`src/design/satf_pkg.sv`:
```
// ----------------------------------------------------------------------------
// satf_pkg
// Shared types and constants of the sensor telemetry frame formatter.
// ----------------------------------------------------------------------------
package satf_pkg;

	localparam int unsigned FRAME_LEN  = 22;
	localparam int unsigned IDX_W      = 5;
	localparam logic [IDX_W-1:0] FRAME_LAST = IDX_W'(FRAME_LEN - 1);

	localparam logic [7:0] ASCII_ZERO = 8'h30;
	localparam logic [7:0] CH_SPACE   = 8'h20;
	localparam logic [7:0] CH_OPEN    = 8'h28;
	localparam logic [7:0] CH_CLOSE   = 8'h29;
	localparam logic [7:0] CH_COMMA   = 8'h2C;
	localparam logic [7:0] CH_DOT     = 8'h2E;
	localparam logic [7:0] CH_MINUS   = 8'd45;
	localparam logic [7:0] CH_CR      = 8'h0D;

	localparam logic [7:0] TEMP_ZERO     = 8'd68;
	localparam logic [7:0] TEMP_POS_MUL  = 8'd150;
	localparam logic [7:0] TEMP_NEG_SPAN = 8'd55;
	localparam logic [7:0] POT_MUL       = 8'd100;

	// floor(x/d) == (x*M) >> S over the full operand range
	localparam logic [14:0] POT_RECIP   = 15'd20561;  // 1/51,  S = 20
	localparam logic [16:0] TPOS_RECIP  = 17'd89718;  // 1/187, S = 24
	localparam logic [13:0] TNEG_RECIP  = 14'd15421;  // 1/68,  S = 20

	typedef struct packed {
		logic [3:0] h;
		logic [3:0] t;
		logic [3:0] o;
	} dig3_t;

	typedef struct packed {
		dig3_t pot;
		dig3_t cnt;
		logic  tmp_neg;
		dig3_t tmp;
	} frame_rec_t;

endpackage

```
`src/design/satf_front.sv`:
```
// ----------------------------------------------------------------------------
// satf_front
// Three-stage front end: scales the readings and splits them into digits.
// ----------------------------------------------------------------------------
module satf_front (
	input  logic                  clk,
	input  logic                  arst_n,
	input  logic                  in_valid,
	output logic                  in_ready,
	input  logic [7:0]            pot_raw,
	input  logic [7:0]            count_raw,
	input  logic [7:0]            temp_raw,
	output logic                  rec_valid,
	input  logic                  rec_ready,
	output satf_pkg::frame_rec_t  rec
);

	function automatic satf_pkg::dig3_t bcd3(input logic [9:0] v);
		satf_pkg::dig3_t d;
		logic [9:0]      r;
		d.h = 4'd0;
		for (int i = 1; i <= 9; i++) begin
			if (v >= 10'(i * 100)) d.h = 4'(i);
		end
		r = v - (10'(d.h) * 10'd100);
		d.t = 4'd0;
		for (int i = 1; i <= 9; i++) begin
			if (r >= 10'(i * 10)) d.t = 4'(i);
		end
		r = r - (10'(d.t) * 10'd10);
		d.o = r[3:0];
		return d;
	endfunction

	logic        adv1, adv2, adv3;
	logic        v_s1, v_s2, v_s3;
	logic [14:0] pot_p_s1, tprod_s1;
	logic [7:0]  cnt_s1, cnt_s2;
	logic        tneg_s1, tneg_s2;
	logic [8:0]  hund_s2;
	logic [7:0]  tq_s2;
	satf_pkg::frame_rec_t rec_s3;

	logic        t_pos;
	logic [14:0] tprod_c;
	logic [29:0] hprod_c;
	logic [31:0] tpos_prod_c;
	logic [28:0] tneg_prod_c;
	logic [9:0]  tval_c;

	assign adv3     = !v_s3 || rec_ready;
	assign adv2     = !v_s2 || adv3;
	assign adv1     = !v_s1 || adv2;
	assign in_ready = adv1;

	assign t_pos   = temp_raw >= satf_pkg::TEMP_ZERO;
	assign tprod_c = t_pos ?
		15'(temp_raw - satf_pkg::TEMP_ZERO) * 15'(satf_pkg::TEMP_POS_MUL) :
		15'(temp_raw) * 15'(satf_pkg::TEMP_NEG_SPAN);

	assign hprod_c     = 30'(pot_p_s1) * 30'(satf_pkg::POT_RECIP);
	assign tpos_prod_c = 32'(tprod_s1) * 32'(satf_pkg::TPOS_RECIP);
	assign tneg_prod_c = 29'(tprod_s1) * 29'(satf_pkg::TNEG_RECIP);

	assign tval_c = tneg_s2 ? 10'(satf_pkg::TEMP_NEG_SPAN - tq_s2) : 10'(tq_s2);

	always_ff @(posedge clk or negedge arst_n) begin
		if (!arst_n) begin
			v_s1 <= 1'b0;
			v_s2 <= 1'b0;
			v_s3 <= 1'b0;
		end else begin
			if (adv1) v_s1 <= in_valid;
			if (adv2) v_s2 <= v_s1;
			if (adv3) v_s3 <= v_s2;
		end
	end

	always_ff @(posedge clk) begin
		if (adv1 && in_valid) begin
			pot_p_s1 <= 15'(pot_raw) * 15'(satf_pkg::POT_MUL);
			cnt_s1   <= count_raw;
			tneg_s1  <= !t_pos;
			tprod_s1 <= tprod_c;
		end
		if (adv2 && v_s1) begin
			hund_s2 <= hprod_c[28:20];
			cnt_s2  <= cnt_s1;
			tneg_s2 <= tneg_s1;
			tq_s2   <= tneg_s1 ? {2'b00, tneg_prod_c[25:20]} : tpos_prod_c[31:24];
		end
		if (adv3 && v_s2) begin
			rec_s3.pot     <= bcd3(10'(hund_s2));
			rec_s3.cnt     <= bcd3(10'(cnt_s2));
			rec_s3.tmp_neg <= tneg_s2;
			rec_s3.tmp     <= bcd3(tval_c);
		end
	end

	assign rec_valid = v_s3;
	assign rec       = rec_s3;

endmodule

```
`src/design/satf_queue.sv`:
```
// ----------------------------------------------------------------------------
// satf_queue
// Small register queue of digit records between front and back.
// ----------------------------------------------------------------------------
module satf_queue #(
	parameter int unsigned DEPTH = 2
) (
	input  logic                  clk,
	input  logic                  arst_n,
	input  logic                  push_valid,
	output logic                  push_ready,
	input  satf_pkg::frame_rec_t  push_data,
	output logic                  pop_valid,
	input  logic                  pop_ready,
	output satf_pkg::frame_rec_t  pop_data
);

	localparam int unsigned PTR_W = (DEPTH > 1) ? $clog2(DEPTH) : 1;
	localparam int unsigned CNT_W = $clog2(DEPTH + 1);
	localparam logic [PTR_W-1:0] PTR_LAST = PTR_W'(DEPTH - 1);
	localparam logic [CNT_W-1:0] CNT_FULL = CNT_W'(DEPTH);

	satf_pkg::frame_rec_t entries_q [DEPTH];
	logic [PTR_W-1:0] wr_ptr_q, rd_ptr_q;
	logic [CNT_W-1:0] count_q;
	logic             push, pop;

	assign push_ready = count_q != CNT_FULL;
	assign pop_valid  = count_q != '0;
	assign push       = push_valid && push_ready;
	assign pop        = pop_valid && pop_ready;
	assign pop_data   = entries_q[rd_ptr_q];

	always_ff @(posedge clk or negedge arst_n) begin
		if (!arst_n) begin
			wr_ptr_q <= '0;
			rd_ptr_q <= '0;
			count_q  <= '0;
		end else begin
			if (push) wr_ptr_q <= (wr_ptr_q == PTR_LAST) ? '0 : wr_ptr_q + 1'b1;
			if (pop)  rd_ptr_q <= (rd_ptr_q == PTR_LAST) ? '0 : rd_ptr_q + 1'b1;
			if (push && !pop)      count_q <= count_q + 1'b1;
			else if (pop && !push) count_q <= count_q - 1'b1;
		end
	end

	always_ff @(posedge clk) begin
		if (push) entries_q[wr_ptr_q] <= push_data;
	end

endmodule

```
`src/design/satf_back.sv`:
```
// ----------------------------------------------------------------------------
// satf_back
// Byte serializer: walks the 22 frame positions of the head record.
// ----------------------------------------------------------------------------
module satf_back (
	input  logic                  clk,
	input  logic                  arst_n,
	input  logic                  rec_valid,
	output logic                  rec_ready,
	input  satf_pkg::frame_rec_t  rec,
	output logic                  out_valid,
	input  logic                  out_ready,
	output logic [7:0]            tx_byte,
	output logic [4:0]            byte_index,
	output logic                  last_of_frame
);

	function automatic logic [7:0] asc(input logic [3:0] d);
		return satf_pkg::ASCII_ZERO + {4'b0000, d};
	endfunction

	logic [satf_pkg::IDX_W-1:0] idx_q;
	logic                       ov_q;
	logic [7:0]                 tx_q;
	logic [satf_pkg::IDX_W-1:0] bidx_q;
	logic                       last_q;
	logic                       load, at_last;
	logic [7:0]                 byte_c;

	assign load      = rec_valid && (!ov_q || out_ready);
	assign at_last   = idx_q == satf_pkg::FRAME_LAST;
	assign rec_ready = load && at_last;

	always_comb begin
		case (idx_q)
			5'd0, 5'd8, 5'd15:  byte_c = satf_pkg::CH_SPACE;
			5'd1, 5'd9, 5'd16:  byte_c = satf_pkg::CH_OPEN;
			5'd2:               byte_c = asc(rec.pot.h);
			5'd3:               byte_c = satf_pkg::CH_DOT;
			5'd4:               byte_c = asc(rec.pot.t);
			5'd5:               byte_c = asc(rec.pot.o);
			5'd6, 5'd13, 5'd20: byte_c = satf_pkg::CH_CLOSE;
			5'd7, 5'd14:        byte_c = satf_pkg::CH_COMMA;
			5'd10:              byte_c = asc(rec.cnt.h);
			5'd11:              byte_c = asc(rec.cnt.t);
			5'd12:              byte_c = asc(rec.cnt.o);
			5'd17:              byte_c = rec.tmp_neg ? satf_pkg::CH_MINUS : asc(rec.tmp.h);
			5'd18:              byte_c = asc(rec.tmp.t);
			5'd19:              byte_c = asc(rec.tmp.o);
			default:            byte_c = satf_pkg::CH_CR;
		endcase
	end

	always_ff @(posedge clk or negedge arst_n) begin
		if (!arst_n) begin
			idx_q <= '0;
			ov_q  <= 1'b0;
		end else begin
			if (!ov_q || out_ready) ov_q <= rec_valid;
			if (load) idx_q <= at_last ? '0 : idx_q + 1'b1;
		end
	end

	always_ff @(posedge clk) begin
		if (load) begin
			tx_q   <= byte_c;
			bidx_q <= idx_q;
			last_q <= at_last;
		end
	end

	assign out_valid     = ov_q;
	assign tx_byte       = tx_q;
	assign byte_index    = bidx_q;
	assign last_of_frame = last_q;

endmodule

```
`src/design/sensor_ascii_telemetry_frame_unit.sv`:
```
// ----------------------------------------------------------------------------
// sensor_ascii_telemetry_frame_unit
// Formats one set of sensor readings into a 22-byte ASCII telemetry frame.
// ----------------------------------------------------------------------------
// Input channel (in_valid/in_ready): one beat carries pot_raw, count_raw and
// temp_raw. Output channel (out_valid/out_ready): one beat per frame byte,
// with tx_byte, its byte_index 0..21 and last_of_frame on the closing CR.
// Path: byte 0 of a frame passes the three front stages, one queue slot and
// the output register before it is valid.
// Throughput: one output byte per cycle while out_ready is high; the
// serializer in the back end sets this. The front end takes a new reading
// set every cycle while its pipeline and the QUEUE_DEPTH-entry record queue
// have room, so input beats are taken while earlier frames still drain.
// Reset clears all valid flags and the byte position; the next frame starts
// at byte 0. When the receiver stalls, the output byte holds, the queue
// fills, and in_ready drops once the front pipeline is full as well.
// ----------------------------------------------------------------------------
module sensor_ascii_telemetry_frame_unit #(
	parameter int unsigned QUEUE_DEPTH = 2
) (
	input  logic       clk,
	input  logic       arst_n,
	input  logic       in_valid,
	output logic       in_ready,
	input  logic [7:0] pot_raw,
	input  logic [7:0] count_raw,
	input  logic [7:0] temp_raw,
	output logic       out_valid,
	input  logic       out_ready,
	output logic [7:0] tx_byte,
	output logic [4:0] byte_index,
	output logic       last_of_frame
);

	satf_pkg::frame_rec_t front_rec, back_rec;
	logic front_valid, front_ready, back_valid, back_ready;

	satf_front u_front (
		.clk       (clk),
		.arst_n    (arst_n),
		.in_valid  (in_valid),
		.in_ready  (in_ready),
		.pot_raw   (pot_raw),
		.count_raw (count_raw),
		.temp_raw  (temp_raw),
		.rec_valid (front_valid),
		.rec_ready (front_ready),
		.rec       (front_rec)
	);

	satf_queue #(
		.DEPTH (QUEUE_DEPTH)
	) u_queue (
		.clk        (clk),
		.arst_n     (arst_n),
		.push_valid (front_valid),
		.push_ready (front_ready),
		.push_data  (front_rec),
		.pop_valid  (back_valid),
		.pop_ready  (back_ready),
		.pop_data   (back_rec)
	);

	satf_back u_back (
		.clk           (clk),
		.arst_n        (arst_n),
		.rec_valid     (back_valid),
		.rec_ready     (back_ready),
		.rec           (back_rec),
		.out_valid     (out_valid),
		.out_ready     (out_ready),
		.tx_byte       (tx_byte),
		.byte_index    (byte_index),
		.last_of_frame (last_of_frame)
	);

endmodule

```
`config.mk`:
```
export PLATFORM = sky130hd
export DESIGN_NAME = sensor_ascii_telemetry_frame_unit
export DESIGN_NICKNAME = d
export VERILOG_FILES = /design/src/design/satf_pkg.sv /design/src/design/satf_front.sv /design/src/design/satf_queue.sv /design/src/design/satf_back.sv /design/src/design/sensor_ascii_telemetry_frame_unit.sv
export SDC_FILE = /design/constraint.sdc
export NUM_CORES = 1
export LEC_CHECK = 0
export BUFFER_PORTS_ARGS = -buffer_cell sky130_fd_sc_hd__buf_4
export CORE_ASPECT_RATIO = 1.75
export CORE_MARGIN = 10
export CORE_UTILIZATION = 45
export CTS_CLUSTER_DIAMETER = 200
export DETAILED_ROUTE_END_ITERATION = 7
export GPL_ROUTABILITY_DRIVEN = 0
export GPL_TIMING_DRIVEN = 0
export PLACE_DENSITY_LB_ADDON = 0.1
export SETUP_SLACK_MARGIN = 0.2
export SKIP_LAST_GASP = 1
export SYNTH_ARGS = -nofsm -noshare
export SYNTH_HDL_FRONTEND = slang
export SYNTH_SLANG_ARGS = --single-unit
```
`constraint.sdc`:
```
create_clock -name clk -period 5.5 [get_ports clk]
set_input_delay 1.65 -clock clk [delete_from_list [all_inputs] [get_ports clk]]
set_output_delay 1.65 -clock clk [all_outputs]
set_load 0.005 [all_outputs]
```
==> impl_metrics.yaml <==
outcome:
  status: "finished, violations left"
  failed_checks: "setup timing"
worst_hold_path:
  min_to: "u_front.rec[25]$_DFFE_PP_"
  worstHoldStart: "u_front.hund_s2[0]$_DFFE_PP_"
  hold_path_class: "flop to flop"
  hold_depth: 0
yosys:
  synth_top_area_share_pct: 25.75
  yosysTopAreaCell: "edfxtp_1"
  synth.area.top_cells: "edfxtp_1 (26%), ha_1 (25%), fa_1 (20%)"
  ys_async_sr_fraction_pct: 6.842
  ys_types: 79
  synthCells: 1842
  ys_seq_area_share_pct: 27.33
  avgSynthCellArea_um2: 11.21
  yosys_warnings: 0
  synth-seq-cells: 190
  synth_edf_count: 177
  synthesis.area_um2: 20640
  synth_ff_type: "edfxtp_1"
setup_path:
  crit_chain: "buf_12 > buf_4 > buf_4 > ha_1 > inv_2 > fa_1 > fa_1 > inv_1 > fa_1 > fa_2 > fa_1 > ha_1 > nand4_1 > buf_4 > o21ai_1 > a21oi_2 > o221ai_4 > o41ai_4 > o21a_2 > or4_1 > nand3_1"
  cp.required_ps: 5810
  cp-start-kind: "flop"
  cp_top_family: "adder cells"
  path_buf_inv: 6
  rr_worst_depth: 21
  crit-reg2reg-capture: "u_front.tq_s2[7]$_SDFFCE_PP0P_"
  criticalPathCategory: "flop to flop"
  critPathSlowestCell: "fa_1"
  crit_top_cell: "fa_1"
  crit_arrival_ps: 6240
  r2r_start: "u_front.tprod_s1[5]$_DFFE_PP_"
  r2r_slack_ps: -430
  end_kind: "flop"
  cp-startpoint: "u_front.tprod_s1[5]$_DFFE_PP_"
  max_stage_delay_ps: 570
  critPathMaxFanout: 5
global_route:
  grt_max_degree: 35
  grt-ovfl-total: 0
  grt_pass1_vias: 15120
  antenna_found_initial: 0
  grt_usage_pct: 17.83
  grt_pass1_wl_um: 77360
placed_design:
  dp_hpwl_um: 39150
  io_buffers: 41
clocking:
  path_clk_slew_ps: 70
  numCtsBuffers: 17
  cts_tree: "built"
  cts_num_sinks: 190
  clockRootBuffer: "clkbuf_16"
  clockBufferDepth: 2
  clk_latency_ps: 450
  ctsHtreeMaxLevel: 4
  cts_hold_buf: 0
timing:
  final_max_slew_viol_count: 0
  final.min_clock_period_ps: 5928
  fin_worst_skew_ps: 8.593
  tightest_slew_ps: 1304
  slew-limit-headroom_pct: 13.07
  hold_viol: 0
  rsz0062_at_grt: "true"
  finalSetupViolations: 7
  tns_ps: -2577
  fin_crit_sh_pct: 107.8
  max_freq_mhz: 168.7
  fin_ws_ps: -428.3
route:
  drt_iter0_drc: 357
  routed_via_density: 5.311
  totalWireLength_um: 47810
  drcViolationCount: 0
  via_count: 13740
  ant_nets: 0
  avgRoutedWirePerCell_um: 18.48
  firstDrtPassIters: 4
cells_and_area:
  diodes: 0
  layout_commonest_cell: "ha_1"
  drive_gt1_share_pct: 14.72
  multi_input_area_um2: 14150
  fill_cells: 4038
  nets: 2642
  fin_util_pct: 52.51
  regArea_um2: 5640
  synthToLayoutAreaGrowth_pct: 15.09
  mostFrequentLayoutCells: "ha_1 (384), inv_1 (349), fa_1 (197)"
die:
  io_pins: 44
  chipHeight_um: 303.3
  placeableCoreArea_um2: 45230
  initial_utilization_pct: 45.63
  die-area_um2: 55170
  rows: 103
  die_x_um: 181.9
run:
  drv_cap: 0
-- what timing repair did --
item,4_1_cts,5_1_grt
gates resized for setup,39,53
pin swaps,26,43
setup endpoints to repair,13,15
setup buffers,66,28
-- worst reg2reg max path, cell delays in order (launching register included) --
cell and delay (ps):
edfxtp_1 510, buf_12 200, buf_4 150, buf_4 160, ha_1 190, inv_2 70, fa_1 430, fa_1 510
inv_1 50, fa_1 570, fa_2 480, fa_1 490, ha_1 310, nand4_1 110, buf_4 160, o21ai_1 140
a21oi_2 70, o221ai_4 220, o41ai_4 140, o21a_2 270, or4_1 480, nand3_1 80
-- stage by stage --
step | setup WS [ps] | hold slack [ps] | instances | area, µm²
final | -428.3 | 423.9 | 2588 | 23750
after global routing | -646.2 | 427.5 | 2588 | 23750
after floorplan | -124.2 | 400.3 | 1843 | 20830
after detailed placement | -1076 | 408.3 | 2463 | 21910
after global placement | -1076 | 405.1 | 2461 | 21850
after CTS | -429.5 | 425.2 | 2560 | 23260
-- flip-flops by register name (all words and copies together) (netlist names), 2 cells and up --
signal             count
u_queue.entries_q     68
u_front.rec           34
u_front.tprod_s1      15
u_front.pot_p_s1      13
u_front.hund_s2        9
u_front.cnt_s1         8
u_front.cnt_s2         8
u_front.tq_s2          8
u_back.tx_byte         6
u_back.byte_index      5
u_back.idx_q           5
u_queue.count_q        2
-- worst max path at each step --
| stage | end | cells after the start |
|---|---|---|
| floorplan | u_front.tq_s2[7]$_SDFFCE_PP0P_ | 19 |
| global placement | u_front.tq_s2[4]$_DFFE_PP_ | 19 |
| detailed placement | u_front.tq_s2[5]$_DFFE_PP_ | 19 |
| CTS | u_front.tq_s2[5]$_DFFE_PP_ | 17 |
| global route | u_front.tq_s2[6]$_SDFFCE_PP0P_ | 21 |
| finish | u_front.tq_s2[7]$_SDFFCE_PP0P_ | 21 |
-- synth_stat cells (10+ instances only) --
library cell,instances
o21a_1,14
o21bai_1,13
nand3_1,26
edfxtp_1,177
a21o_1,13
o21ai_0,45
ha_1,406
a21oi_1,56
o211ai_1,10
nand2b_1,12
nor2b_1,15
o22ai_1,17
dfrtp_1,13
nor2_1,65
fa_1,209
inv_1,367
nand2_1,62
nor3_1,25
a211oi_1,10
and3_1,11
xnor2_1,64
mux2i_1,34
xor2_1,31
clkbuf_1,13
-- logic make-up (layout without fill, tap and decap cells) --
logic type / count (synthesis) / count (layout) / synth area share (%)
simple gates: 260 / 260 / 6.195
fa+ha+maj: 617 / 617 / 44.98
buf+inv: 387 / 555 / 7.093
xor+xnor: 98 / 98 / 4.328
compound gates: 250 / 250 / 8.135
other cells: 1 / 2 / 0.01817
flops: 190 / 190 / 27.33
mux: 39 / 39 / 1.922
-- layer usage --
layer | GRT usage [%] | vias up | share of wire, %
li1 | - | 6592 | -
met1 | 15.51 | 6832 | 32
met2 | 37.79 | 206 | 60
met3 | 1.807 | 114 | 2.0
met4 | 9.578 | 0 | 5.4
met5 | 0 | - | 0
-- layout make-up --
type / instances / share of cell area [%]
multi-input combinational: 1266 / 59.56
sequential: 190 / 23.75
inverter: 368 / 5.878
timing repair buffer: 137 / 4.856
tap: 577 / 3.039
clock buffer: 17 / 1.791
clock inverter: 14 / 0.7690
buffer: 19 / 0.3582
Power is left out: the tool's default activity adds up to more than one toggle a clock period on the data nets, which glitch-free logic cannot reach.
